--- src/rtl/rus_pkg.sv ---
// Shared types and constants for the rectangle union splitter.
// Used by rus_pipe and rect_union_disjoint_split_unit; depends on nothing.
package rus_pkg;

  localparam int NSLOT = 5;

  // Fixed slot order of the pieces of one transaction group.
  localparam int SLOT_OTHER = 0;
  localparam int SLOT_LEFT  = 1;
  localparam int SLOT_RIGHT = 2;
  localparam int SLOT_ABOVE = 3;
  localparam int SLOT_BELOW = 4;

  typedef logic [NSLOT-1:0] slot_mask_t;

  // Per-item control that travels with the piece slots.
  typedef struct packed {
    logic       overlap;
    slot_mask_t keep;
  } rus_ctl_t;

endpackage

--- src/rtl/rus_pipe.sv ---
// Four-stage geometry pipeline: edges, tests and base choice, strip extents, piece slots.
// Depends on rus_pkg.
module rus_pipe import rus_pkg::*; #(
  parameter int COORD_BITS = 15
) (
  input  logic                         clk,
  input  logic                         rst,
  input  logic                         up_valid,
  output logic                         up_ready,
  input  logic signed [COORD_BITS-1:0] a_x,
  input  logic signed [COORD_BITS-1:0] a_y,
  input  logic        [COORD_BITS-2:0] a_w,
  input  logic        [COORD_BITS-2:0] a_h,
  input  logic signed [COORD_BITS-1:0] b_x,
  input  logic signed [COORD_BITS-1:0] b_y,
  input  logic        [COORD_BITS-2:0] b_w,
  input  logic        [COORD_BITS-2:0] b_h,
  output logic                         dn_valid,
  input  logic                         dn_ready,
  output rus_ctl_t                     dn_ctl,
  output logic signed [COORD_BITS:0]   dn_x [NSLOT],
  output logic signed [COORD_BITS:0]   dn_y [NSLOT],
  output logic        [COORD_BITS-1:0] dn_w [NSLOT],
  output logic        [COORD_BITS-1:0] dn_h [NSLOT]
);

  localparam int CB = COORD_BITS;
  localparam int SW = COORD_BITS - 1;
  localparam int PW = COORD_BITS + 1;
  localparam int LW = COORD_BITS;
  localparam int EW = COORD_BITS + 2;

  logic v1, v2, v3, v4;
  logic en1, en2, en3, en4;

  assign en4 = !v4 || dn_ready;
  assign en3 = !v3 || en4;
  assign en2 = !v2 || en3;
  assign en1 = !v1 || en2;
  assign up_ready = en1;
  assign dn_valid = v4;

  always_ff @(posedge clk) begin
    if (rst) begin
      v1 <= 1'b0;
      v2 <= 1'b0;
      v3 <= 1'b0;
      v4 <= 1'b0;
    end else begin
      if (en1) v1 <= up_valid;
      if (en2) v2 <= v1;
      if (en3) v3 <= v2;
      if (en4) v4 <= v3;
    end
  end

  // Stage 1: inputs and exclusive right and bottom edges.
  logic signed [CB-1:0] s1_ax, s1_ay, s1_bx, s1_by;
  logic        [SW-1:0] s1_aw, s1_ah, s1_bw, s1_bh;
  logic signed [PW-1:0] s1_ar, s1_ab, s1_br, s1_bb;

  always_ff @(posedge clk) begin
    if (en1) begin
      s1_ax <= a_x;
      s1_ay <= a_y;
      s1_aw <= a_w;
      s1_ah <= a_h;
      s1_bx <= b_x;
      s1_by <= b_y;
      s1_bw <= b_w;
      s1_bh <= b_h;
      s1_ar <= PW'(a_x) + PW'($signed({1'b0, a_w}));
      s1_ab <= PW'(a_y) + PW'($signed({1'b0, a_h}));
      s1_br <= PW'(b_x) + PW'($signed({1'b0, b_w}));
      s1_bb <= PW'(b_y) + PW'($signed({1'b0, b_h}));
    end
  end

  // Stage 2: overlap, equality and containment tests; pick base and other.
  logic ovl_c, same_c, encl_c;
  logic                 s2_ovl, s2_same;
  logic signed [CB-1:0] s2_bx, s2_by, s2_ox, s2_oy;
  logic        [SW-1:0] s2_bh, s2_ow, s2_oh;
  logic signed [PW-1:0] s2_br, s2_bb, s2_or, s2_ob;

  assign ovl_c  = (s1_ar > PW'(s1_bx)) && (s1_ab > PW'(s1_by)) &&
                  (s1_br > PW'(s1_ax)) && (s1_bb > PW'(s1_ay));
  assign same_c = (s1_ax == s1_bx) && (s1_ay == s1_by) &&
                  (s1_aw == s1_bw) && (s1_ah == s1_bh);
  assign encl_c = (s1_ax >= s1_bx) && (s1_ay >= s1_by) &&
                  (s1_ar <= s1_br) && (s1_ab <= s1_bb);

  always_ff @(posedge clk) begin
    if (en2) begin
      s2_ovl  <= ovl_c;
      s2_same <= same_c;
      if (encl_c) begin
        s2_bx <= s1_bx; s2_by <= s1_by; s2_bh <= s1_bh;
        s2_br <= s1_br; s2_bb <= s1_bb;
        s2_ox <= s1_ax; s2_oy <= s1_ay; s2_ow <= s1_aw; s2_oh <= s1_ah;
        s2_or <= s1_ar; s2_ob <= s1_ab;
      end else begin
        s2_bx <= s1_ax; s2_by <= s1_ay; s2_bh <= s1_ah;
        s2_br <= s1_ar; s2_bb <= s1_ab;
        s2_ox <= s1_bx; s2_oy <= s1_by; s2_ow <= s1_bw; s2_oh <= s1_bh;
        s2_or <= s1_br; s2_ob <= s1_bb;
      end
    end
  end

  // Stage 3: strip extents of the base around the other rectangle.
  logic                 s3_ovl, s3_same;
  logic signed [CB-1:0] s3_bx, s3_by, s3_ox, s3_oy;
  logic        [SW-1:0] s3_bh, s3_ow, s3_oh;
  logic signed [PW-1:0] s3_br, s3_or, s3_ob;
  logic signed [PW-1:0] s3_lw, s3_th;
  logic signed [EW-1:0] s3_rw, s3_bhs;

  always_ff @(posedge clk) begin
    if (en3) begin
      s3_ovl  <= s2_ovl;
      s3_same <= s2_same;
      s3_bx   <= s2_bx;
      s3_by   <= s2_by;
      s3_bh   <= s2_bh;
      s3_br   <= s2_br;
      s3_ox   <= s2_ox;
      s3_oy   <= s2_oy;
      s3_ow   <= s2_ow;
      s3_oh   <= s2_oh;
      s3_or   <= s2_or;
      s3_ob   <= s2_ob;
      s3_lw   <= PW'(s2_ox) - PW'(s2_bx);
      s3_th   <= PW'(s2_oy) - PW'(s2_by);
      s3_rw   <= EW'(s2_br) - EW'(s2_or);
      s3_bhs  <= EW'(s2_bb) - EW'(s2_ob);
    end
  end

  // Stage 4: presence of each strip and the clipped span of above and below.
  logic                 lp, rp, tp, bp;
  logic signed [CB-1:0] hx;
  logic signed [PW-1:0] right_end;
  logic signed [EW-1:0] hw_full;
  logic        [LW-1:0] hw;

  assign lp = !s3_lw[PW-1]  && (s3_lw  != '0);
  assign rp = !s3_rw[EW-1]  && (s3_rw  != '0);
  assign tp = !s3_th[PW-1]  && (s3_th  != '0);
  assign bp = !s3_bhs[EW-1] && (s3_bhs != '0);
  assign hx        = lp ? s3_ox : s3_bx;
  assign right_end = rp ? s3_or : s3_br;
  assign hw_full   = EW'(right_end) - EW'(hx);
  assign hw        = hw_full[LW-1:0];

  always_ff @(posedge clk) begin
    if (en4) begin
      dn_ctl.overlap <= s3_ovl;
      if (s3_ovl && !s3_same) begin
        dn_ctl.keep <= {bp, tp, rp, lp, 1'b1};
      end else begin
        dn_ctl.keep <= slot_mask_t'(1);
      end
      if (s3_ovl) begin
        dn_x[SLOT_OTHER] <= PW'(s3_ox);
        dn_y[SLOT_OTHER] <= PW'(s3_oy);
        dn_w[SLOT_OTHER] <= LW'(s3_ow);
        dn_h[SLOT_OTHER] <= LW'(s3_oh);
      end else begin
        dn_x[SLOT_OTHER] <= '0;
        dn_y[SLOT_OTHER] <= '0;
        dn_w[SLOT_OTHER] <= '0;
        dn_h[SLOT_OTHER] <= '0;
      end
      dn_x[SLOT_LEFT]  <= PW'(s3_bx);
      dn_y[SLOT_LEFT]  <= PW'(s3_by);
      dn_w[SLOT_LEFT]  <= s3_lw[LW-1:0];
      dn_h[SLOT_LEFT]  <= LW'(s3_bh);
      dn_x[SLOT_RIGHT] <= s3_or;
      dn_y[SLOT_RIGHT] <= PW'(s3_by);
      dn_w[SLOT_RIGHT] <= s3_rw[LW-1:0];
      dn_h[SLOT_RIGHT] <= LW'(s3_bh);
      dn_x[SLOT_ABOVE] <= PW'(hx);
      dn_y[SLOT_ABOVE] <= PW'(s3_by);
      dn_w[SLOT_ABOVE] <= hw;
      dn_h[SLOT_ABOVE] <= s3_th[LW-1:0];
      dn_x[SLOT_BELOW] <= PW'(hx);
      dn_y[SLOT_BELOW] <= s3_ob;
      dn_w[SLOT_BELOW] <= hw;
      dn_h[SLOT_BELOW] <= s3_bhs[LW-1:0];
    end
  end

endmodule

--- src/rtl/rect_union_disjoint_split_unit.sv ---
// Top level of the rectangle union splitter: geometry pipeline plus result sequencer.
// Depends on rus_pkg and rus_pipe.
//
// This block takes two rectangles per input transaction and returns the union of
// them as non-overlapping pieces, one output transaction per piece, the final one
// flagged by last. Non-overlapping inputs give one transaction with overlap low and
// zero geometry; identical inputs give the first rectangle alone. Otherwise the
// other rectangle comes first, then the left, right, above and below strips of
// the base rectangle that are present. An input transaction can be accepted on
// every clock while the pipeline is not stalled: it runs through a four-stage
// pipeline (edge sums, overlap and containment tests, strip extents, piece slots)
// and then lands in a result register, where the first result is visible. Each
// input yields one to five results and the result register sends one per cycle
// while out_ready is high, so an input holds the register until its final piece
// is taken; the pipeline keeps accepting while pieces drain until its stages fill,
// and back-pressure on the result side stalls it without loss.
module rect_union_disjoint_split_unit import rus_pkg::*; #(
  parameter int COORD_BITS = 15
) (
  input  logic                         clk,
  input  logic                         rst,
  input  logic                         in_valid,
  output logic                         in_ready,
  input  logic signed [COORD_BITS-1:0] a_x,
  input  logic signed [COORD_BITS-1:0] a_y,
  input  logic        [COORD_BITS-2:0] a_w,
  input  logic        [COORD_BITS-2:0] a_h,
  input  logic signed [COORD_BITS-1:0] b_x,
  input  logic signed [COORD_BITS-1:0] b_y,
  input  logic        [COORD_BITS-2:0] b_w,
  input  logic        [COORD_BITS-2:0] b_h,
  output logic                         out_valid,
  input  logic                         out_ready,
  output logic                         overlap,
  output logic signed [COORD_BITS:0]   piece_x,
  output logic signed [COORD_BITS:0]   piece_y,
  output logic        [COORD_BITS-1:0] piece_w,
  output logic        [COORD_BITS-1:0] piece_h,
  output logic                         last
);

  localparam int PW = COORD_BITS + 1;
  localparam int LW = COORD_BITS;

  logic                 pipe_valid;
  logic                 pipe_ready;
  rus_ctl_t             pipe_ctl;
  logic signed [PW-1:0] pipe_x [NSLOT];
  logic signed [PW-1:0] pipe_y [NSLOT];
  logic        [LW-1:0] pipe_w [NSLOT];
  logic        [LW-1:0] pipe_h [NSLOT];

  rus_pipe #(
    .COORD_BITS(COORD_BITS)
  ) u_pipe (
    .clk     (clk),
    .rst     (rst),
    .up_valid(in_valid),
    .up_ready(in_ready),
    .a_x     (a_x),
    .a_y     (a_y),
    .a_w     (a_w),
    .a_h     (a_h),
    .b_x     (b_x),
    .b_y     (b_y),
    .b_w     (b_w),
    .b_h     (b_h),
    .dn_valid(pipe_valid),
    .dn_ready(pipe_ready),
    .dn_ctl  (pipe_ctl),
    .dn_x    (pipe_x),
    .dn_y    (pipe_y),
    .dn_w    (pipe_w),
    .dn_h    (pipe_h)
  );

  // Result register: holds all slots of one item and a mask of the pieces still
  // to be sent. The lowest set bit of the mask picks the piece on the port.
  logic                 hold_v;
  logic                 hold_ovl;
  slot_mask_t           rem;
  slot_mask_t           rem_next;
  slot_mask_t           sel;
  logic signed [PW-1:0] hold_x [NSLOT];
  logic signed [PW-1:0] hold_y [NSLOT];
  logic        [LW-1:0] hold_w [NSLOT];
  logic        [LW-1:0] hold_h [NSLOT];
  logic                 out_fire;
  logic                 load;

  assign rem_next   = rem & (rem - slot_mask_t'(1));
  assign sel        = rem & ~rem_next;
  assign out_valid  = hold_v;
  assign last       = (rem_next == '0);
  assign overlap    = hold_ovl;
  assign out_fire   = out_valid && out_ready;
  // A new item may enter when the register is empty or its final piece leaves now.
  assign pipe_ready = !hold_v || (out_fire && last);
  assign load       = pipe_valid && pipe_ready;

  always_comb begin
    piece_x = '0;
    piece_y = '0;
    piece_w = '0;
    piece_h = '0;
    for (int i = 0; i < NSLOT; i++) begin
      if (sel[i]) begin
        piece_x = piece_x | hold_x[i];
        piece_y = piece_y | hold_y[i];
        piece_w = piece_w | hold_w[i];
        piece_h = piece_h | hold_h[i];
      end
    end
  end

  always_ff @(posedge clk) begin
    if (rst) begin
      hold_v <= 1'b0;
      rem    <= '0;
    end else if (load) begin
      hold_v <= 1'b1;
      rem    <= pipe_ctl.keep;
    end else if (out_fire) begin
      hold_v <= !last;
      rem    <= rem_next;
    end
  end

  always_ff @(posedge clk) begin
    if (load) begin
      hold_ovl <= pipe_ctl.overlap;
      hold_x   <= pipe_x;
      hold_y   <= pipe_y;
      hold_w   <= pipe_w;
      hold_h   <= pipe_h;
    end
  end

`ifndef SYNTHESIS
  // A held item always has at least one piece left to send.
  a_rem_nonempty: assert property (@(posedge clk) disable iff (rst)
    out_valid |-> (rem != '0))
    else $error("result register valid with no pieces left");

  // A non-overlap result is a single transaction with zero geometry.
  a_no_ovl_single: assert property (@(posedge clk) disable iff (rst)
    (out_valid && !overlap) |-> (last && piece_w == '0 && piece_h == '0 &&
                                 piece_x == '0 && piece_y == '0))
    else $error("non-overlap result is not a single zero piece");

  // After a non-final piece is taken, the next piece of the item is presented.
  a_continue: assert property (@(posedge clk) disable iff (rst)
    (out_fire && !last) |=> (out_valid && $stable(hold_ovl)))
    else $error("pieces of one item were cut short");

  // The first piece of an item is never dropped from the mask before it is sent.
  a_first_piece: assert property (@(posedge clk) disable iff (rst)
    load |=> rem[SLOT_OTHER])
    else $error("first piece missing from a newly loaded item");
`endif

endmodule
--- config.mk ---
export PLATFORM = sky130hd
export DESIGN_NAME = rect_union_disjoint_split_unit
export DESIGN_NICKNAME = d
export VERILOG_FILES = /design/src/rtl/rus_pkg.sv /design/src/rtl/rus_pipe.sv /design/src/rtl/rect_union_disjoint_split_unit.sv
export SDC_FILE = /design/constraint.sdc
export NUM_CORES = 1
export LEC_CHECK = 0
export BUFFER_PORTS_ARGS = -buffer_cell sky130_fd_sc_hd__buf_2
export CORE_MARGIN = 2
export CORE_UTILIZATION = 60
export DETAILED_ROUTE_END_ITERATION = 8
export GPL_TIMING_DRIVEN = 0
export HOLD_SLACK_MARGIN = 0.1
export PLACE_DENSITY = 0.78
export REMOVE_ABC_BUFFERS = 1
export SETUP_SLACK_MARGIN = 0.02
export SKIP_CTS_REPAIR_TIMING = 1
export SLEW_MARGIN = 20
export SYNTH_ARGS = -nofsm -noshare
export SYNTH_HDL_FRONTEND = slang
export SYNTH_HIERARCHICAL = 1
export SYNTH_SLANG_ARGS = --single-unit
--- constraint.sdc ---
create_clock -name clk -period 33.6 [get_ports clk]
set_input_delay 0 -clock clk [delete_from_list [all_inputs] [get_ports clk]]
set_output_delay 0 -clock clk [all_outputs]
set_load 0.02 [all_outputs]
Word-level counts from Yosys, hierarchy flattened
Cells that the tools add are included.
{ "word_totals": {"register_bits": 1034, "inputBits": 120, "out_inout_bits": 66, "wordCells": 200} }
{ "classes": {"addsub": 10, "n_lt_le_gt_ge": 8, "eq_ne": 4, "n_mux": 37, "n_bitwise": 19, "n_reduce_logical": 39} }
{ "ops": {"columns": ["op", "n"], "rows": [
  ["15-bit 2-to-1 mux", 16],
  ["16-bit 2-to-1 mux", 14],
  ["16-bit by 15-bit OR with 16-bit output", 6],
  ["15-bit OR", 6],
  ["15-bit by 15-bit adder with 16-bit output", 4],
  ["16-bit by 15-bit > comparator with 1-bit output", 4],
  ["14-bit 2-to-1 mux", 3],
  ["17-bit nonzero test", 2],
  ["16-bit by 16-bit subtractor with 17-bit output", 2],
  ["16-bit <= comparator", 2],
  ["16-bit OR", 2],
  ["16-bit nonzero test", 2],
  ["15-bit by 15-bit subtractor with 16-bit output", 2],
  ["15-bit == test", 2],
  ["15-bit >= comparator", 2],
  ["15-bit by 14-bit OR with 15-bit output", 2],
  ["14-bit == test", 2],
  ["1-bit logical AND", 17],
  ["15-bit subtractor", 1],
  ["1-bit logical NOT", 11],
  ["5-bit bitwise AND", 2],
  ["5-bit 2-to-1 mux", 2],
  ["5-bit logical NOT", 1],
  ["1-bit logical OR", 5],
  ["4 further kinds", 5]
]} }

Logic depth before layout (Yosys ltp)
Gate-level depths: netlist (run 1).
{ "depth": {"word_depth": 13, "ltp_mapped": 13, "mapped_depth_nobuf": 12} }

Hierarchy
The synthesis (run 1) kept the hierarchy.
{ "modules_own_cells": {"columns": ["module", "instances", "cells_per_inst", "area_per_inst_um2", "seq_area_each_um2"], "rows": [
  ["rus_pipe", 1, 2517, 36889.1, 23922.9],
  ["rect_union_disjoint_split_unit", 1, 646, 11556.1, 9459.1]
]} }

Worst setup path after synthesis (run 1)
No wires, ideal clock.
{ "synth_timing": {"kind": "reg-to-reg", "start": "register rem[1]", "end": "register hold_h[0] in the netlist's numbering (enable)", "setup_time_ns": 1.441, "arrival_ns": 23.643, "t_required_ns": 32.159, "path_slack_ns": 8.516, "path_stages_with_launch": 5, "n_path_buf": 1, "period_less_slack_ns": 25.084, "cell_sequence": "dfxtp_1 -> buf_6 -> maj3_2 -> o311a_4 -> a211oi_1"} }
{ "synth_between": {"elab_chain_cells": 6} }
{ "synth_lines": {"columns": ["item", "line", "source"], "rows": [
  ["from (decl)", "rect_union_disjoint_split_unit.sv:81", "slot_mask_t rem;"],
  ["from (signal assigned)", "rect_union_disjoint_split_unit.sv:122", "rem <= pipe_ctl.keep;"],
  ["from (signal assigned)", "rect_union_disjoint_split_unit.sv:125", "rem <= rem_next;"],
  ["5-bit by 1-bit subtractor with 5-bit output", "rect_union_disjoint_split_unit.sv:91", "assign rem_next = rem & (rem - slot_mask_t'(1));"],
  ["5-bit bitwise AND *", "rect_union_disjoint_split_unit.sv:91", null],
  ["5-bit logical NOT *", "rect_union_disjoint_split_unit.sv:94", "assign last = (rem_next == '0);"],
  ["1-bit logical AND *", "rect_union_disjoint_split_unit.sv:98", "assign pipe_ready = !hold_v || (out_fire && last);"],
  ["1-bit logical OR *", "rect_union_disjoint_split_unit.sv:98", null],
  ["1-bit logical AND *", "rect_union_disjoint_split_unit.sv:99", "assign load = pipe_valid && pipe_ready;"],
  ["named net load", "rect_union_disjoint_split_unit.sv:89", "logic load;"],
  ["to (signal assigned)", "rect_union_disjoint_split_unit.sv:135", "hold_h <= pipe_h;"],
  ["to (decl)", "rect_union_disjoint_split_unit.sv:87", "logic [LW-1:0] hold_h [NSLOT];"]
]} }
The timed path passes the listed nets; every way through them passes the cells marked *.
A chain may end at the register's enable or synchronous reset.

Worst setup path in the final report (run 1)
{ "layout_timing": {"start": "register u_pipe.s1_bx[14]", "end": "register u_pipe.s2_ob[2], data pin"} }
{ "layout_between": {"elab_chain_cells": 5} }
{ "layout_lines": {"columns": ["item", "line", "source"], "rows": [
  ["from (decl)", "rus_pipe.sv:58", "logic signed [CB-1:0] s1_ax, s1_ay, s1_bx, s1_by;"],
  ["from (signal assigned)", "rus_pipe.sv:68", "s1_bx <= b_x;"],
  ["15-bit >= comparator", "rus_pipe.sv:90", "assign encl_c = (s1_ax >= s1_bx) && (s1_ay >= s1_by) &&"],
  ["1-bit logical AND (2 in a row)", "rus_pipe.sv:90", null],
  ["1-bit logical AND", "rus_pipe.sv:91", "(s1_ar <= s1_br) && (s1_ab <= s1_bb);"],
  ["16-bit 2-to-1 mux", "rus_pipe.sv:97", "if (encl_c) begin"],
  ["to (signal assigned)", "rus_pipe.sv:101", "s2_or <= s1_ar; s2_ob <= s1_ab;"],
  ["to (signal assigned)", "rus_pipe.sv:106", "s2_or <= s1_br; s2_ob <= s1_bb;"],
  ["to (decl)", "rus_pipe.sv:84", "logic signed [PW-1:0] s2_br, s2_bb, s2_or, s2_ob;"]
]} }
Every way passes these cells.

==> report_table.html, run 1 <==
<table>
<tr><th>Metric</th><th>Value</th></tr>
<tr><th colspan="2">Power</th></tr>
<tr><td>Maximum vdd drop</td><td>0.03908 mV</td></tr>
<tr><td>Power Dens Cells</td><td>67.94 nW/um2</td></tr>
<tr><td>Leakage component of the power</td><td>21.88 nW</td></tr>
<tr><th colspan="2">Synthesis</th></tr>
<tr><td>Area leader, netlist</td><td>sky130_fd_sc_hd__edfxtp_1</td></tr>
<tr><td>Most instantiated flip-flop cell in the synthesis netlist</td><td>sky130_fd_sc_hd__edfxtp_1</td></tr>
<tr><td>Avg Cell Area, Syn</td><td>15.32 um2</td></tr>
<tr><td>Count of flip-flops with a built-in enable after synthesis</td><td>1105</td></tr>
<tr><td>Sequential share of the synthesized area</td><td>0.6891</td></tr>
<tr><td>Gate count of the mapped netlist</td><td>3163</td></tr>
<tr><td>Register bit count reported by yosys</td><td>1115</td></tr>
<tr><td>Yosys warning count</td><td>6</td></tr>
<tr><td>Unique cell type count in the Yosys netlist</td><td>70</td></tr>
<tr><td>Largest cells by area after synthesis</td><td>sky130_fd_sc_hd__edfxtp_1, sky130_fd_sc_hd__ha_1, sky130_fd_sc_hd__mux2_1</td></tr>
<tr><td>Fraction of registers with async set/reset</td><td>0</td></tr>
<tr><td>Top-area cell type share of the netlist area</td><td>0.6849</td></tr>
<tr><td>Mapped cell area</td><td>48450 um2</td></tr>
<tr><th colspan="2">Drt</th></tr>
<tr><td>Vias per inst</td><td>5.948</td></tr>
<tr><td>Number of DRC violations after detailed-routing iteration 0</td><td>2663</td></tr>
<tr><td>Number of design rule violations left after detail routing</td><td>0</td></tr>
<tr><td>Antenna Nets Post-Route</td><td>0</td></tr>
<tr><td>Total number of vias</td><td>27859</td></tr>
<tr><td>Routed length per placed instance</td><td>23.17 um</td></tr>
<tr><td>First-pass DRT Iterations</td><td>5</td></tr>
<tr><td>Routed wire length</td><td>108500 um</td></tr>
<tr><th colspan="2">STA</th></tr>
<tr><td>Shortest clock period the worst path allows after layout</td><td>5.057 ns</td></tr>
<tr><td>Max-slew violations</td><td>0</td></tr>
<tr><td>Final period util</td><td>0.1505</td></tr>
<tr><td>Least setup slack across all paths after layout</td><td>28.54 ns</td></tr>
<tr><td>Fmax</td><td>0.1978 GHz</td></tr>
<tr><td>Number of hold violations in the final report</td><td>0</td></tr>
<tr><td>Setup violators final</td><td>0</td></tr>
<tr><td>Clock skew</td><td>0.03025 ns</td></tr>
<tr><td>Unrepaired setup endpoints after global routing</td><td>no</td></tr>
<tr><td>Slew Limit Headroom</td><td>0.2226</td></tr>
<tr><td>Pin slew with the least headroom to its limit</td><td>1.137 ns</td></tr>
<tr><th colspan="2">Critical path</th></tr>
<tr><td>Startpoint types</td><td>flip-flop</td></tr>
<tr><td>Arrival @ worst endpoint</td><td>5.47 ns</td></tr>
<tr><td>Data required, critical path</td><td>34.01 ns</td></tr>
<tr><td>R2r setup slk</td><td>28.54 ns</td></tr>
<tr><td>Start of the worst register-to-register path</td><td>u_pipe/s1_bx[14]$_DFFE_PP_</td></tr>
<tr><td>Slowest stage cell on the critical path</td><td>sky130_fd_sc_hd__nor4_1</td></tr>
<tr><td>Slowest cell delay on critical path</td><td>0.88 ns</td></tr>
<tr><td>Kind of capture point of the worst setup path</td><td>flip-flop</td></tr>
<tr><td>Dominant cell type by count on the critical path</td><td>sky130_fd_sc_hd__buf_4</td></tr>
<tr><td>R2R Path End</td><td>u_pipe/s2_ob[2]$_DFFE_PP_</td></tr>
<tr><td>Number of cell instances on the worst register-to-register path</td><td>14</td></tr>
<tr><td>Critical path, cell by cell</td><td>inv_1 &gt; ha_1 &gt; nand4_1 &gt; nor4_1 &gt; nor4b_1 &gt; o211ai_1 &gt; o22ai_1 &gt; a2111oi_4 &gt; buf_4 &gt; buf_4 &gt; buf_4 &gt; buf_4 &gt; buf_4 &gt; mux2_2</td></tr>
<tr><td>Crit Path Class</td><td>flip-flop to flip-flop</td></tr>
<tr><td>Maximum fanout along the worst path</td><td>13</td></tr>
<tr><th colspan="2">GRT</th></tr>
<tr><td>Number of antenna violations at the first check in global routing</td><td>2</td></tr>
<tr><td>Maximum number of pins on one net before global-route repair</td><td>106</td></tr>
<tr><td>Global-route usage over all layers</td><td>0.2564</td></tr>
<tr><td>GRT overflow</td><td>0</td></tr>
<tr><td>Wire length of the first global-routing pass</td><td>159000 um</td></tr>
<tr><td>Via count of the first global-routing pass</td><td>26987</td></tr>
<tr><th colspan="2">Outcome</th></tr>
<tr><td>Run status</td><td>completed</td></tr>
<tr><th colspan="2">Hold path</th></tr>
<tr><td>Classification of the worst-slack hold path</td><td>primary input to flip-flop</td></tr>
<tr><td>Beginning of the worst hold path</td><td>b_w[2]</td></tr>
<tr><td>Endpoint, Worst Hold</td><td>u_pipe/s1_bw[2]$_DFFE_PP_</td></tr>
<tr><td>Number of instances on the worst hold path</td><td>2</td></tr>
<tr><th colspan="2">Layout</th></tr>
<tr><td>Fin cells</td><td>4684</td></tr>
<tr><td>Area growth from synthesis to layout</td><td>15.67%</td></tr>
<tr><td>Commonest cells after routing, fill and taps aside</td><td>sky130_fd_sc_hd__edfxtp_1, sky130_fd_sc_hd__ha_1, sky130_fd_sc_hd__inv_1, sky130_fd_sc_hd__buf_2, sky130_fd_sc_hd__dlygate4sd3_1</td></tr>
<tr><td>Total number of nets in the final design</td><td>3920</td></tr>
<tr><td>Antenna Diode Count</td><td>0</td></tr>
<tr><td>Multi-input logic area</td><td>13270 um2</td></tr>
<tr><td>Most common library cell in the layout ignoring fill and taps</td><td>sky130_fd_sc_hd__edfxtp_1</td></tr>
<tr><td>Fillcell total</td><td>5000</td></tr>
<tr><td>Area of all placed cells without fillers</td><td>56040 um2</td></tr>
<tr><td>Area taken by flip-flops and latches</td><td>33390 um2</td></tr>
<tr><td>Fraction of final layout cells sized beyond drive strength 1</td><td>0.1347</td></tr>
<tr><th colspan="2">Die</th></tr>
<tr><td>Die Area</td><td>83030 um2</td></tr>
<tr><td>Placeable core area</td><td>80290 um2</td></tr>
<tr><td>Ports placed on the boundary</td><td>186</td></tr>
<tr><td>Starting Density</td><td>0.6034</td></tr>
<tr><td>Die H</td><td>288.2 um</td></tr>
<tr><td>Number of cell rows</td><td>104</td></tr>
<tr><td>Die W</td><td>288.2 um</td></tr>
<tr><th colspan="2">Job</th></tr>
<tr><td>Maxcap violations</td><td>0</td></tr>
<tr><th colspan="2">Clock tree</th></tr>
<tr><td>Clock tree from TritonCTS</td><td>built</td></tr>
<tr><td>Buffer type at the clock tree root</td><td>sky130_fd_sc_hd__clkbuf_16</td></tr>
<tr><td>Worst skew pair latency</td><td>0.67 ns</td></tr>
<tr><td>Number of CTS-inserted buffers</td><td>106</td></tr>
<tr><td>CTS clock-pin slew for the worst setup and hold paths</td><td>0.06 ns</td></tr>
<tr><td>Clk sinks</td><td>1115</td></tr>
<tr><td>Maximum buffer depth of the clock tree</td><td>3</td></tr>
<tr><td>Number of H-tree branching levels</td><td>3</td></tr>
<tr><th colspan="2">Placement</th></tr>
<tr><td>Pre-CTS WS</td><td>28.58 ns</td></tr>
<tr><td>Post-DP Area</td><td>50900 um2</td></tr>
<tr><td>Routability congestion estimate from global placement</td><td>0.9085</td></tr>
<tr><td>Count of placed standard cells including taps</td><td>4324</td></tr>
<tr><td>Count of input and output buffers</td><td>185</td></tr>
<tr><td>HPWL reported at the end of detailed placement</td><td>78040 um</td></tr>
</table>
==> cell usage after synthesis, drive strengths merged (49+ instances only) <==
master  count
nand2     111
buf       125
mux2i      78
nor2       95
a21o       49
xnor2      86
a21oi     111
a221o      63
ha        258
o21ai     118
and2       62
inv       237
a22oi      62
mux2      122
edfxtp   1105
==> worst max-delay path by stage <==
stage | startpoint | end | slack, ns
2_1_floorplan | rem[0]$_SDFFE_PP0P_ | hold_h[0]$_DFFE_PP_ | 7.35
3_3_place_gp | rem[0]$_SDFFE_PP0P_ | hold_h[66]$_DFFE_PP_ | -2.33
3_5_place_dp | u_pipe/s1_bx[14]$_DFFE_PP_ | u_pipe/s2_ob[2]$_DFFE_PP_ | 28.58
4_1_cts | u_pipe/s1_bx[14]$_DFFE_PP_ | u_pipe/s2_ob[2]$_DFFE_PP_ | 28.59
5_1_grt | u_pipe/s1_bx[14]$_DFFE_PP_ | u_pipe/s2_ob[2]$_DFFE_PP_ | 28.34
6_report | u_pipe/s1_bx[14]$_DFFE_PP_ | u_pipe/s2_ob[2]$_DFFE_PP_ | 28.54
==> layer usage <==
metal	global-route usage	up-vias	part of all wire
met3	0.04013	194	0.080
met4	0.08381	4	0.031
met2	0.3933	1228	0.46
li1	-	12744	-
met5	0	-	0.00022
met1	0.3803	13689	0.43
==> worst max-delay path: cells and delay by family (launching register included) <==
kind                     cells  cell delay (ns)
AND/OR/NAND/NOR              3             1.27
adder cells (fa/ha/maj)      1             0.38
AO/OA/AOI/OAI                3             1.09
buffers and inverters        6             1.36
multiplexers                 1             0.36
flip-flops                   1             0.33
==> state kept, by name, indices dropped and copies added (netlist names), 17 cells and up <==
name / count
hold_x: 80
hold_y: 80
hold_h: 75
hold_w: 75
u_pipe/dn_x: 61
u_pipe/dn_w: 59
u_pipe/dn_h: 58
u_pipe/dn_y: 46
u_pipe/s3_bhs: 17
u_pipe/s3_rw: 17
==> power by group <==
group	switching, mW	total [mW]	internal [mW]
registers	0.136	1.98	1.84
logic	0.341	0.626	0.285
clock network	0.505	1.20	0.696
total	0.982	3.81	2.82
==> cell families after synthesis <==
| logic type | Yosys count | synth area share |
|---|---|---|
| AO/OA/AOI/OAI | 556 | 0.07988 |
| XOR/XNOR | 129 | 0.02332 |
| adder cells (fa/ha/maj) | 269 | 0.07079 |
| buffers and inverters | 393 | 0.03897 |
| flip-flops | 1115 | 0.6891 |
| multiplexers | 200 | 0.04447 |
| other | 2 | 0.0001550 |
| AND/OR/NAND/NOR | 499 | 0.05333 |
==> final cells by class <==
type / instances / share of cell area
clock buffer: 121 / 0.04834
inverter: 237 / 0.01614
sequential: 1115 / 0.5959
tap: 1060 / 0.02367
clock inverter: 78 / 0.01458
multi-input combinational: 1658 / 0.2369
timing repair buffer: 415 / 0.06455
==> metrics by stage <==
step                  util  power (mW)  hold slack [ns]  TNS, ns
floorplan                -       2.372          0.06907        0
global placement    0.6192       2.552           0.1976  -719.07
detailed placement  0.6340       2.596           0.1973        0
CTS                 0.6779       3.795          -0.5012        0
global route        0.6979       3.953          0.08253        0
finish              0.6979       3.807          0.07171        0
No activity file was read; power rests on OpenSTA's default activity.
==> run 2: changes to the inputs <==
clock period = 5.02 ns   (was 33.6 ns; I/O delays follow)
==> run 2 against run 1 <==
Cell count about the same. Total power rose to 6.7 times the previous value. Worst setup slack worse by 28 ns. Maximum frequency up 11%. Critical path depth unchanged. Utilization about the same. Die area unchanged. Critical path type unchanged. Non-clock buffer count up 1.
==> report_table.html, run 2 (synthesis results as in run 1) <==
<table>
<tr><th>Metric</th><th>Value</th></tr>
<tr><th colspan="2">Drt</th></tr>
<tr><td>DR WL met2</td><td>49720 um (was 49630 um)</td></tr>
<tr><td>Met3 layer wire length in the routed design</td><td>8638 um (was 8694 um)</td></tr>
<tr><td>Number of DRC violations after detailed-routing iteration 0</td><td>2662 (was 2663)</td></tr>
<tr><td>Routed wire length</td><td>108600 um (was 108500 um)</td></tr>
<tr><td>First-pass DRT Iterations</td><td>5 (unchanged)</td></tr>
<tr><td>Antenna Nets Post-Route</td><td>0 (unchanged)</td></tr>
<tr><td>Top routing layer used</td><td>met5 (unchanged)</td></tr>
<tr><td>Total number of vias</td><td>27896 (was 27859)</td></tr>
<tr><td>Vias per inst</td><td>5.954 (was 5.948)</td></tr>
<tr><td>Routed length per placed instance</td><td>23.19 um (was 23.17 um)</td></tr>
<tr><td>Detailed-route wire length on metal 1</td><td>47030 um (was 46870 um)</td></tr>
<tr><td>Number of design rule violations left after detail routing</td><td>0 (unchanged)</td></tr>
<tr><th colspan="2">STA</th></tr>
<tr><td>Setup violators final</td><td>0 (unchanged)</td></tr>
<tr><td>Fmax</td><td>0.2192 GHz (was 0.1978 GHz)</td></tr>
<tr><td>Hold WS</td><td>0.07212 ns (was 0.07171 ns)</td></tr>
<tr><td>Slew Limit Headroom</td><td>0.2491 (was 0.2226)</td></tr>
<tr><td>Number of hold violations in the final report</td><td>0 (unchanged)</td></tr>
<tr><td>Unrepaired setup endpoints after global routing</td><td>no (unchanged)</td></tr>
<tr><td>Final period util</td><td>0.9086 (was 0.1505)</td></tr>
<tr><td>Max-slew violations</td><td>0 (unchanged)</td></tr>
<tr><td>Clock skew</td><td>0.02988 ns (was 0.03025 ns)</td></tr>
<tr><td>Pin slew with the least headroom to its limit</td><td>1.098 ns (was 1.137 ns)</td></tr>
<tr><td>Shortest clock period the worst path allows after layout</td><td>4.561 ns (was 5.057 ns)</td></tr>
<tr><td>Least setup slack across all paths after layout</td><td>0.4588 ns (was 28.54 ns)</td></tr>
<tr><th colspan="2">Power</th></tr>
<tr><td>Internal power summed over all cells</td><td>18.91 mW (was 2.825 mW)</td></tr>
<tr><td>Switching power summed over all nets</td><td>6.581 mW (was 0.9823 mW)</td></tr>
<tr><td>Power Dens Cells</td><td>454.8 nW/um2 (was 67.94 nW/um2)</td></tr>
<tr><td>Switching share of power</td><td>0.2582 (was 0.2580)</td></tr>
<tr><td>Sequential power share</td><td>0.520 (about the same)</td></tr>
<tr><td>Part of the total power dissipated in the clock network</td><td>0.315 (was 0.316)</td></tr>
<tr><td>Maximum vdd drop</td><td>0.2614 mV (was 0.03908 mV)</td></tr>
<tr><td>Leakage component of the power</td><td>21.88 nW (about the same)</td></tr>
<tr><td>Combinational cell fraction of total power</td><td>0.165 (was 0.164)</td></tr>
<tr><th colspan="2">Die</th></tr>
<tr><td>Die H</td><td>288.2 um (unchanged)</td></tr>
<tr><td>Placeable core area</td><td>80290 um2 (unchanged)</td></tr>
<tr><td>Starting Density</td><td>0.6034 (unchanged)</td></tr>
<tr><td>Die W</td><td>288.2 um (unchanged)</td></tr>
<tr><td>Number of cell rows</td><td>104 (unchanged)</td></tr>
<tr><td>Die Area</td><td>83030 um2 (unchanged)</td></tr>
<tr><td>Ports placed on the boundary</td><td>186 (unchanged)</td></tr>
<tr><th colspan="2">GRT</th></tr>
<tr><td>Global-route usage over all layers</td><td>0.2564 (unchanged)</td></tr>
<tr><td>GRT overflow</td><td>0 (unchanged)</td></tr>
<tr><td>Maximum number of pins on one net before global-route repair</td><td>106 (unchanged)</td></tr>
<tr><td>Number of antenna violations at the first check in global routing</td><td>2 (unchanged)</td></tr>
<tr><td>Wire length of the first global-routing pass</td><td>159000 um (unchanged)</td></tr>
<tr><td>Via count of the first global-routing pass</td><td>26987 (unchanged)</td></tr>
<tr><th colspan="2">Layout</th></tr>
<tr><td>Total number of nets in the final design</td><td>3921 (was 3920)</td></tr>
<tr><td>Top Registers</td><td>hold_x: 80 flops, hold_y: 80 flops (unchanged)</td></tr>
<tr><td>Antenna Diode Count</td><td>0 (unchanged)</td></tr>
<tr><td>Fin cells</td><td>4685 (was 4684)</td></tr>
<tr><td>Most common library cell in the layout ignoring fill and taps</td><td>sky130_fd_sc_hd__edfxtp_1 (unchanged)</td></tr>
<tr><td>Fraction of final layout cells sized beyond drive strength 1</td><td>0.1352 (was 0.1347)</td></tr>
<tr><td>Commonest cells after routing, fill and taps aside</td><td>sky130_fd_sc_hd__edfxtp_1, sky130_fd_sc_hd__ha_1, sky130_fd_sc_hd__inv_1, sky130_fd_sc_hd__buf_2, sky130_fd_sc_hd__dlygate4sd3_1 (unchanged)</td></tr>
<tr><td>Area growth from synthesis to layout</td><td>15.70% (was 15.67%)</td></tr>
<tr><th colspan="2">Clock tree</th></tr>
<tr><td>CTS clock-pin slew for the worst setup and hold paths</td><td>0.06 ns (about the same)</td></tr>
<tr><td>Worst skew pair latency</td><td>0.67 ns (about the same)</td></tr>
<tr><td>Clock tree from TritonCTS</td><td>built (unchanged)</td></tr>
<tr><td>Buffer type at the clock tree root</td><td>sky130_fd_sc_hd__clkbuf_16 (unchanged)</td></tr>
<tr><td>Maximum buffer depth of the clock tree</td><td>3 (unchanged)</td></tr>
<tr><td>Number of CTS-inserted buffers</td><td>106 (unchanged)</td></tr>
<tr><td>Number of H-tree branching levels</td><td>3 (unchanged)</td></tr>
<tr><td>Clk sinks</td><td>1115 (unchanged)</td></tr>
<tr><th colspan="2">Critical path</th></tr>
<tr><td>Crit Path Class</td><td>flip-flop to flip-flop (unchanged)</td></tr>
<tr><td>Slowest cell delay on critical path</td><td>0.63 ns (was 0.88 ns)</td></tr>
<tr><td>Arrival @ worst endpoint</td><td>4.97 ns (was 5.47 ns)</td></tr>
<tr><td>Slowest stage cell on the critical path</td><td>sky130_fd_sc_hd__or4_1 (was sky130_fd_sc_hd__nor4_1)</td></tr>
<tr><td>Kind of capture point of the worst setup path</td><td>flip-flop (unchanged)</td></tr>
<tr><td>Maximum fanout along the worst path</td><td>13 (unchanged)</td></tr>
<tr><td>Data required, critical path</td><td>5.43 ns (was 34.01 ns)</td></tr>
<tr><td>Buf+Inv Stages, Crit Path</td><td>6 (unchanged)</td></tr>
<tr><td>Largest delay contributor family on the critical path</td><td>buffers and inverters (unchanged)</td></tr>
<tr><td>Startpoint types</td><td>flip-flop (unchanged)</td></tr>
<tr><td>Dominant cell type by count on the critical path</td><td>sky130_fd_sc_hd__buf_4 (unchanged)</td></tr>
<tr><td>Critical path, cell by cell</td><td>inv_1 &gt; ha_1 &gt; nand4_1 &gt; or4_1 &gt; a21oi_1 &gt; nor4_1 &gt; or2_1 &gt; a2111oi_4 &gt; buf_4 &gt; buf_4 &gt; buf_4 &gt; buf_4 &gt; buf_4 &gt; mux2_2 (was inv_1 &gt; ha_1 &gt; nand4_1 &gt; nor4_1 &gt; nor4b_1 &gt; o211ai_1 &gt; o22ai_1 &gt; a2111oi_4 &gt; buf_4 &gt; buf_4 &gt; buf_4 &gt; buf_4 &gt; buf_4 &gt; mux2_2)</td></tr>
<tr><th colspan="2">Placement</th></tr>
<tr><td>Routability congestion estimate from global placement</td><td>0.9085 (unchanged)</td></tr>
<tr><td>HPWL reported at the end of detailed placement</td><td>78040 um (unchanged)</td></tr>
<tr><td>Count of input and output buffers</td><td>185 (unchanged)</td></tr>
<tr><td>Count of placed standard cells including taps</td><td>4324 (unchanged)</td></tr>
<tr><td>Pre-CTS WS</td><td>0.001857 ns (was 28.58 ns)</td></tr>
<tr><th colspan="2">Hold path</th></tr>
<tr><td>Classification of the worst-slack hold path</td><td>primary input to flip-flop (unchanged)</td></tr>
<tr><th colspan="2">Outcome</th></tr>
<tr><td>Run status</td><td>completed (unchanged)</td></tr>
<tr><th colspan="2">Job</th></tr>
<tr><td>Maxcap violations</td><td>0 (unchanged)</td></tr>
</table>
[run 2: cell types whose count changed in the layout (fill, tap and decap cells not counted), sizes merged]
cell  change
buf       +1
[run 2: per-stage QoR]
stage | area, um2 | setup TNS (ns) | power [mW] | utilization
after global routing | 56050 | 0 | 26.46 | 0.6981
after floorplan | 47460 | -9110.35 | 15.87 | -
after detailed placement | 50900 | 0 | 17.37 | 0.6340
after CTS | 54420 | 0 | 25.40 | 0.6779
final | 56050 | 0 | 25.49 | 0.6981
after global placement | 49710 | - | 17.08 | 0.6192
[run 2: routing by layer]
layer	vias to the layer above	global-route usage
met5	-	0
met3	182	0.04013
met2	1223	0.3933
met1	13735	0.3803
met4	4	0.08381
li1	12752	-
[run 2: worst paths after layout]
path	startpoint	to	slack (ns)	cells past startpoint
max	u_pipe/s1_br[15]$_DFFE_PP_	u_pipe/s2_ob[2]$_DFFE_PP_	0.46	14
min	b_w[2]	u_pipe/s1_bw[2]$_DFFE_PP_	0.07	2
max reg2reg	u_pipe/s1_br[15]$_DFFE_PP_	u_pipe/s2_ob[2]$_DFFE_PP_	0.46	14
min reg2reg	u_pipe/s2_same$_DFFE_PP_	u_pipe/s3_same$_DFFE_PP_	0.40	0
[run 2: cell type report]
class,count,area (um2)
clock buffers,121,2709
inverters,237,904.6
multi-input cells,1658,13280
well taps,1060,1326
flip-flops and latches,1115,33390
clock inverters,78,817.0
repair buffers,416,3625
fillers,5000,24240
[run 2: power groups by stage]
| stage | Clock (mW) | Sequential, mW | Combinational (mW) |
|---|---|---|---|
| 3_3_place_gp | 0 | 13.4 | 3.69 |
| 6_report | 8.04 | 13.3 | 4.20 |
| 5_1_grt | 8.48 | 13.4 | 4.61 |
| 4_1_cts | 8.14 | 13.2 | 4.05 |
| 3_5_place_dp | 0 | 13.4 | 3.98 |
| 2_1_floorplan | 0 | 12.9 | 2.94 |
==> run 3: changes to the inputs <==
CTS_BUF_LIST = sky130_fd_sc_hd__clkbuf_8 sky130_fd_sc_hd__clkbuf_16   (was unset)
SLEW_MARGIN = unset   (was 20)
==> run 3 against run 2 <==
Cell area rose by 0.50%. Largest cell class unchanged. Cell count rose by 0.43%. Sequential share of layout area is 0.30 points lower. Global-route usage is 0.22 points lower. Worst setup slack improved by 0.053 ns. Non-clock buffer count up 21. Wire length increased by 0.59%. Count of clock-buffer cells in the layout fell by 10. Critical path depth did not move. Total power hardly changed. Utilization increased by 0.35 points.
==> report_table.html, run 3 (synthesis results as in run 1) <==
<table>
<tr><th>Metric</th><th>Value</th></tr>
<tr><th colspan="2">Outcome</th></tr>
<tr><td>Run status</td><td>completed (unchanged)</td></tr>
<tr><th colspan="2">Die</th></tr>
<tr><td>Starting Density</td><td>0.6034 (unchanged)</td></tr>
<tr><td>Number of cell rows</td><td>104 (unchanged)</td></tr>
<tr><td>Die Area</td><td>83030 um2 (unchanged)</td></tr>
<tr><td>Ports placed on the boundary</td><td>186 (unchanged)</td></tr>
<tr><td>Die H</td><td>288.2 um (unchanged)</td></tr>
<tr><td>Placeable core area</td><td>80290 um2 (unchanged)</td></tr>
<tr><td>Die W</td><td>288.2 um (unchanged)</td></tr>
<tr><th colspan="2">STA</th></tr>
<tr><td>Slew Limit Headroom</td><td>0.2070 (was 0.2491)</td></tr>
<tr><td>Pin slew with the least headroom to its limit</td><td>1.159 ns (was 1.098 ns)</td></tr>
<tr><td>Number of hold violations in the final report</td><td>0 (unchanged)</td></tr>
<tr><td>Fmax</td><td>0.2218 GHz (was 0.2192 GHz)</td></tr>
<tr><td>Final period util</td><td>0.8981 (was 0.9086)</td></tr>
<tr><td>Accumulated negative setup slack</td><td>0 ns (unchanged)</td></tr>
<tr><td>Clock skew</td><td>0.03937 ns (was 0.02988 ns)</td></tr>
<tr><td>Setup violators final</td><td>0 (unchanged)</td></tr>
<tr><td>Hold WS</td><td>0.08580 ns (was 0.07212 ns)</td></tr>
<tr><td>Max-slew violations</td><td>0 (unchanged)</td></tr>
<tr><td>Unrepaired setup endpoints after global routing</td><td>no (unchanged)</td></tr>
<tr><td>Shortest clock period the worst path allows after layout</td><td>4.508 ns (was 4.561 ns)</td></tr>
<tr><th colspan="2">Critical path</th></tr>
<tr><td>Startpoint types</td><td>flip-flop (unchanged)</td></tr>
<tr><td>Arrival @ worst endpoint</td><td>4.90 ns (was 4.97 ns)</td></tr>
<tr><td>Slowest stage cell on the critical path</td><td>sky130_fd_sc_hd__nor4_1 (was sky130_fd_sc_hd__or4_1)</td></tr>
<tr><td>Maximum fanout along the worst path</td><td>13 (unchanged)</td></tr>
<tr><td>Dominant cell type by count on the critical path</td><td>sky130_fd_sc_hd__buf_6 (was sky130_fd_sc_hd__buf_4)</td></tr>
<tr><td>Crit Path Class</td><td>flip-flop to flip-flop (unchanged)</td></tr>
<tr><td>Data required, critical path</td><td>5.41 ns (was 5.43 ns)</td></tr>
<tr><td>Critical path, cell by cell</td><td>inv_1 &gt; ha_1 &gt; nand4_1 &gt; nor4_1 &gt; nor4b_1 &gt; o211ai_1 &gt; o22ai_1 &gt; a2111oi_4 &gt; buf_6 &gt; buf_6 &gt; buf_6 &gt; buf_6 &gt; buf_6 &gt; mux2_1 (was inv_1 &gt; ha_1 &gt; nand4_1 &gt; or4_1 &gt; a21oi_1 &gt; nor4_1 &gt; or2_1 &gt; a2111oi_4 &gt; buf_4 &gt; buf_4 &gt; buf_4 &gt; buf_4 &gt; buf_4 &gt; mux2_2)</td></tr>
<tr><td>Kind of capture point of the worst setup path</td><td>flip-flop (unchanged)</td></tr>
<tr><td>Slowest cell delay on critical path</td><td>0.89 ns (was 0.63 ns)</td></tr>
<tr><th colspan="2">Layout</th></tr>
<tr><td>Fraction of final layout cells sized beyond drive strength 1</td><td>0.1268 (was 0.1352)</td></tr>
<tr><td>Area growth from synthesis to layout</td><td>16.27% (was 15.70%)</td></tr>
<tr><td>Total number of nets in the final design</td><td>3942 (was 3921)</td></tr>
<tr><td>Fillcell total</td><td>4938 (was 5000)</td></tr>
<tr><td>Most common library cell in the layout ignoring fill and taps</td><td>sky130_fd_sc_hd__edfxtp_1 (unchanged)</td></tr>
<tr><td>Multi-input logic area</td><td>13260 um2 (was 13280 um2)</td></tr>
<tr><td>Area taken by flip-flops and latches</td><td>33390 um2 (unchanged)</td></tr>
<tr><td>Fin cells</td><td>4705 (was 4685)</td></tr>
<tr><td>Commonest cells after routing, fill and taps aside</td><td>sky130_fd_sc_hd__edfxtp_1, sky130_fd_sc_hd__inv_1, sky130_fd_sc_hd__ha_1, sky130_fd_sc_hd__dlygate4sd3_1, sky130_fd_sc_hd__buf_2 (was sky130_fd_sc_hd__edfxtp_1, sky130_fd_sc_hd__ha_1, sky130_fd_sc_hd__inv_1, sky130_fd_sc_hd__buf_2, sky130_fd_sc_hd__dlygate4sd3_1)</td></tr>
<tr><td>Top Registers</td><td>hold_x: 80 flops, hold_y: 80 flops (unchanged)</td></tr>
<tr><td>Final cell utilization of the core</td><td>0.7016 (was 0.6981)</td></tr>
<tr><th colspan="2">Clock tree</th></tr>
<tr><td>Clock tree from TritonCTS</td><td>built (unchanged)</td></tr>
<tr><td>CTS clock-pin slew for the worst setup and hold paths</td><td>0.06 ns (about the same)</td></tr>
<tr><td>Clk sinks</td><td>1115 (unchanged)</td></tr>
<tr><td>Number of CTS-inserted buffers</td><td>106 (unchanged)</td></tr>
<tr><td>Number of H-tree branching levels</td><td>3 (unchanged)</td></tr>
<tr><td>Buffer type at the clock tree root</td><td>sky130_fd_sc_hd__clkbuf_16 (unchanged)</td></tr>
<tr><td>Worst skew pair latency</td><td>0.68 ns (was 0.67 ns)</td></tr>
<tr><td>Maximum buffer depth of the clock tree</td><td>3 (unchanged)</td></tr>
<tr><th colspan="2">GRT</th></tr>
<tr><td>Via count of the first global-routing pass</td><td>26887 (was 26987)</td></tr>
<tr><td>Maximum number of pins on one net before global-route repair</td><td>119 (was 106)</td></tr>
<tr><td>Global-route usage over all layers</td><td>0.2541 (was 0.2564)</td></tr>
<tr><td>Wire length of the first global-routing pass</td><td>157500 um (was 159000 um)</td></tr>
<tr><td>GRT overflow</td><td>0 (unchanged)</td></tr>
<tr><td>Number of antenna violations at the first check in global routing</td><td>1 (was 2)</td></tr>
<tr><th colspan="2">Power</th></tr>
<tr><td>Leakage component of the power</td><td>22.02 nW (was 21.88 nW)</td></tr>
<tr><td>Power Dens Cells</td><td>452.1 nW/um2 (was 454.8 nW/um2)</td></tr>
<tr><td>Maximum vdd drop</td><td>0.3237 mV (was 0.2614 mV)</td></tr>
<tr><th colspan="2">Drt</th></tr>
<tr><td>Antenna Nets Post-Route</td><td>0 (unchanged)</td></tr>
<tr><td>Routed wire length</td><td>109300 um (was 108600 um)</td></tr>
<tr><td>Number of DRC violations after detailed-routing iteration 0</td><td>2509 (was 2662)</td></tr>
<tr><td>Number of design rule violations left after detail routing</td><td>0 (unchanged)</td></tr>
<tr><td>Vias per inst</td><td>5.943 (was 5.954)</td></tr>
<tr><td>Total number of vias</td><td>27961 (was 27896)</td></tr>
<tr><td>Routed length per placed instance</td><td>23.23 um (was 23.19 um)</td></tr>
<tr><td>First-pass DRT Iterations</td><td>6 (was 5)</td></tr>
<tr><th colspan="2">Placement</th></tr>
<tr><td>Count of input and output buffers</td><td>185 (unchanged)</td></tr>
<tr><td>Routability congestion estimate from global placement</td><td>0.9085 (unchanged)</td></tr>
<tr><td>Count of placed standard cells including taps</td><td>4307 (was 4324)</td></tr>
<tr><td>HPWL reported at the end of detailed placement</td><td>76600 um (was 78040 um)</td></tr>
<tr><th colspan="2">Job</th></tr>
<tr><td>Maxcap violations</td><td>0 (unchanged)</td></tr>
<tr><th colspan="2">Hold path</th></tr>
<tr><td>Classification of the worst-slack hold path</td><td>primary input to flip-flop (unchanged)</td></tr>
</table>
[run 3: power by group]
| part | internal (mW) | switching (mW) | leakage [nW] |
|---|---|---|---|
| clock network | 4.61 | 3.42 | 1.80 |
| registers | 12.3 | 0.908 | 11.5 |
| logic | 1.91 | 2.28 | 8.69 |
| total | 18.9 | 6.61 | 22.0 |
[run 3: final timing paths]
path | start | to | slack [ns] | depth (start not counted)
hold reg to reg | u_pipe/dn_y[72]$_SDFFCE_PN0P_ | hold_y[72]$_DFFE_PP_ | 0.39 | 0
hold / removal | a_y[2] | u_pipe/s1_ay[2]$_DFFE_PP_ | 0.09 | 2
setup reg to reg | u_pipe/s1_bx[14]$_DFFE_PP_ | u_pipe/s2_by[0]$_DFFE_PP_ | 0.51 | 14
setup / recovery | u_pipe/s1_bx[14]$_DFFE_PP_ | u_pipe/s2_by[0]$_DFFE_PP_ | 0.51 | 14
[run 3: final cells by class]
cell class	instances	area share
flip-flops and latches	1115	0.5928
multi-input cells	1658	0.2354
repair buffers	437	0.06919
clock buffers	111	0.04831
well taps	1060	0.02355
inverters	237	0.01606
clock inverters	86	0.01466
diodes	1	0.00004442
[run 3: through the flow]
step | setup slack (ns) | cell area, um2 | total power [mW]
floorplan | -21.23 | 47460 | 15.87
global placement | -30.91 | 49710 | 17.08
detailed placement | 0.003445 | 50780 | 17.34
CTS | -0.009071 | 54330 | 25.35
global route | 0.3755 | 56330 | 26.44
finish | 0.5116 | 56330 | 25.47
[run 3: metal layers]
layer	wire length, um	global-route usage	vias up
met3	8585	0.03831	215
met1	46960	0.3759	13748
met2	49890	0.3900	1202
li1	-	-	12796
met5	0	0	-
met4	3832	0.08795	0
[run 3: worst max-delay path: cells and delay by family, from the launching register on]
family,cells,cell delay (ns)
simple gates,3,1.27
flops,1,0.33
fa+ha+maj,1,0.40
buf+inv,6,1.16
compound gates,3,0.72
mux,1,0.34
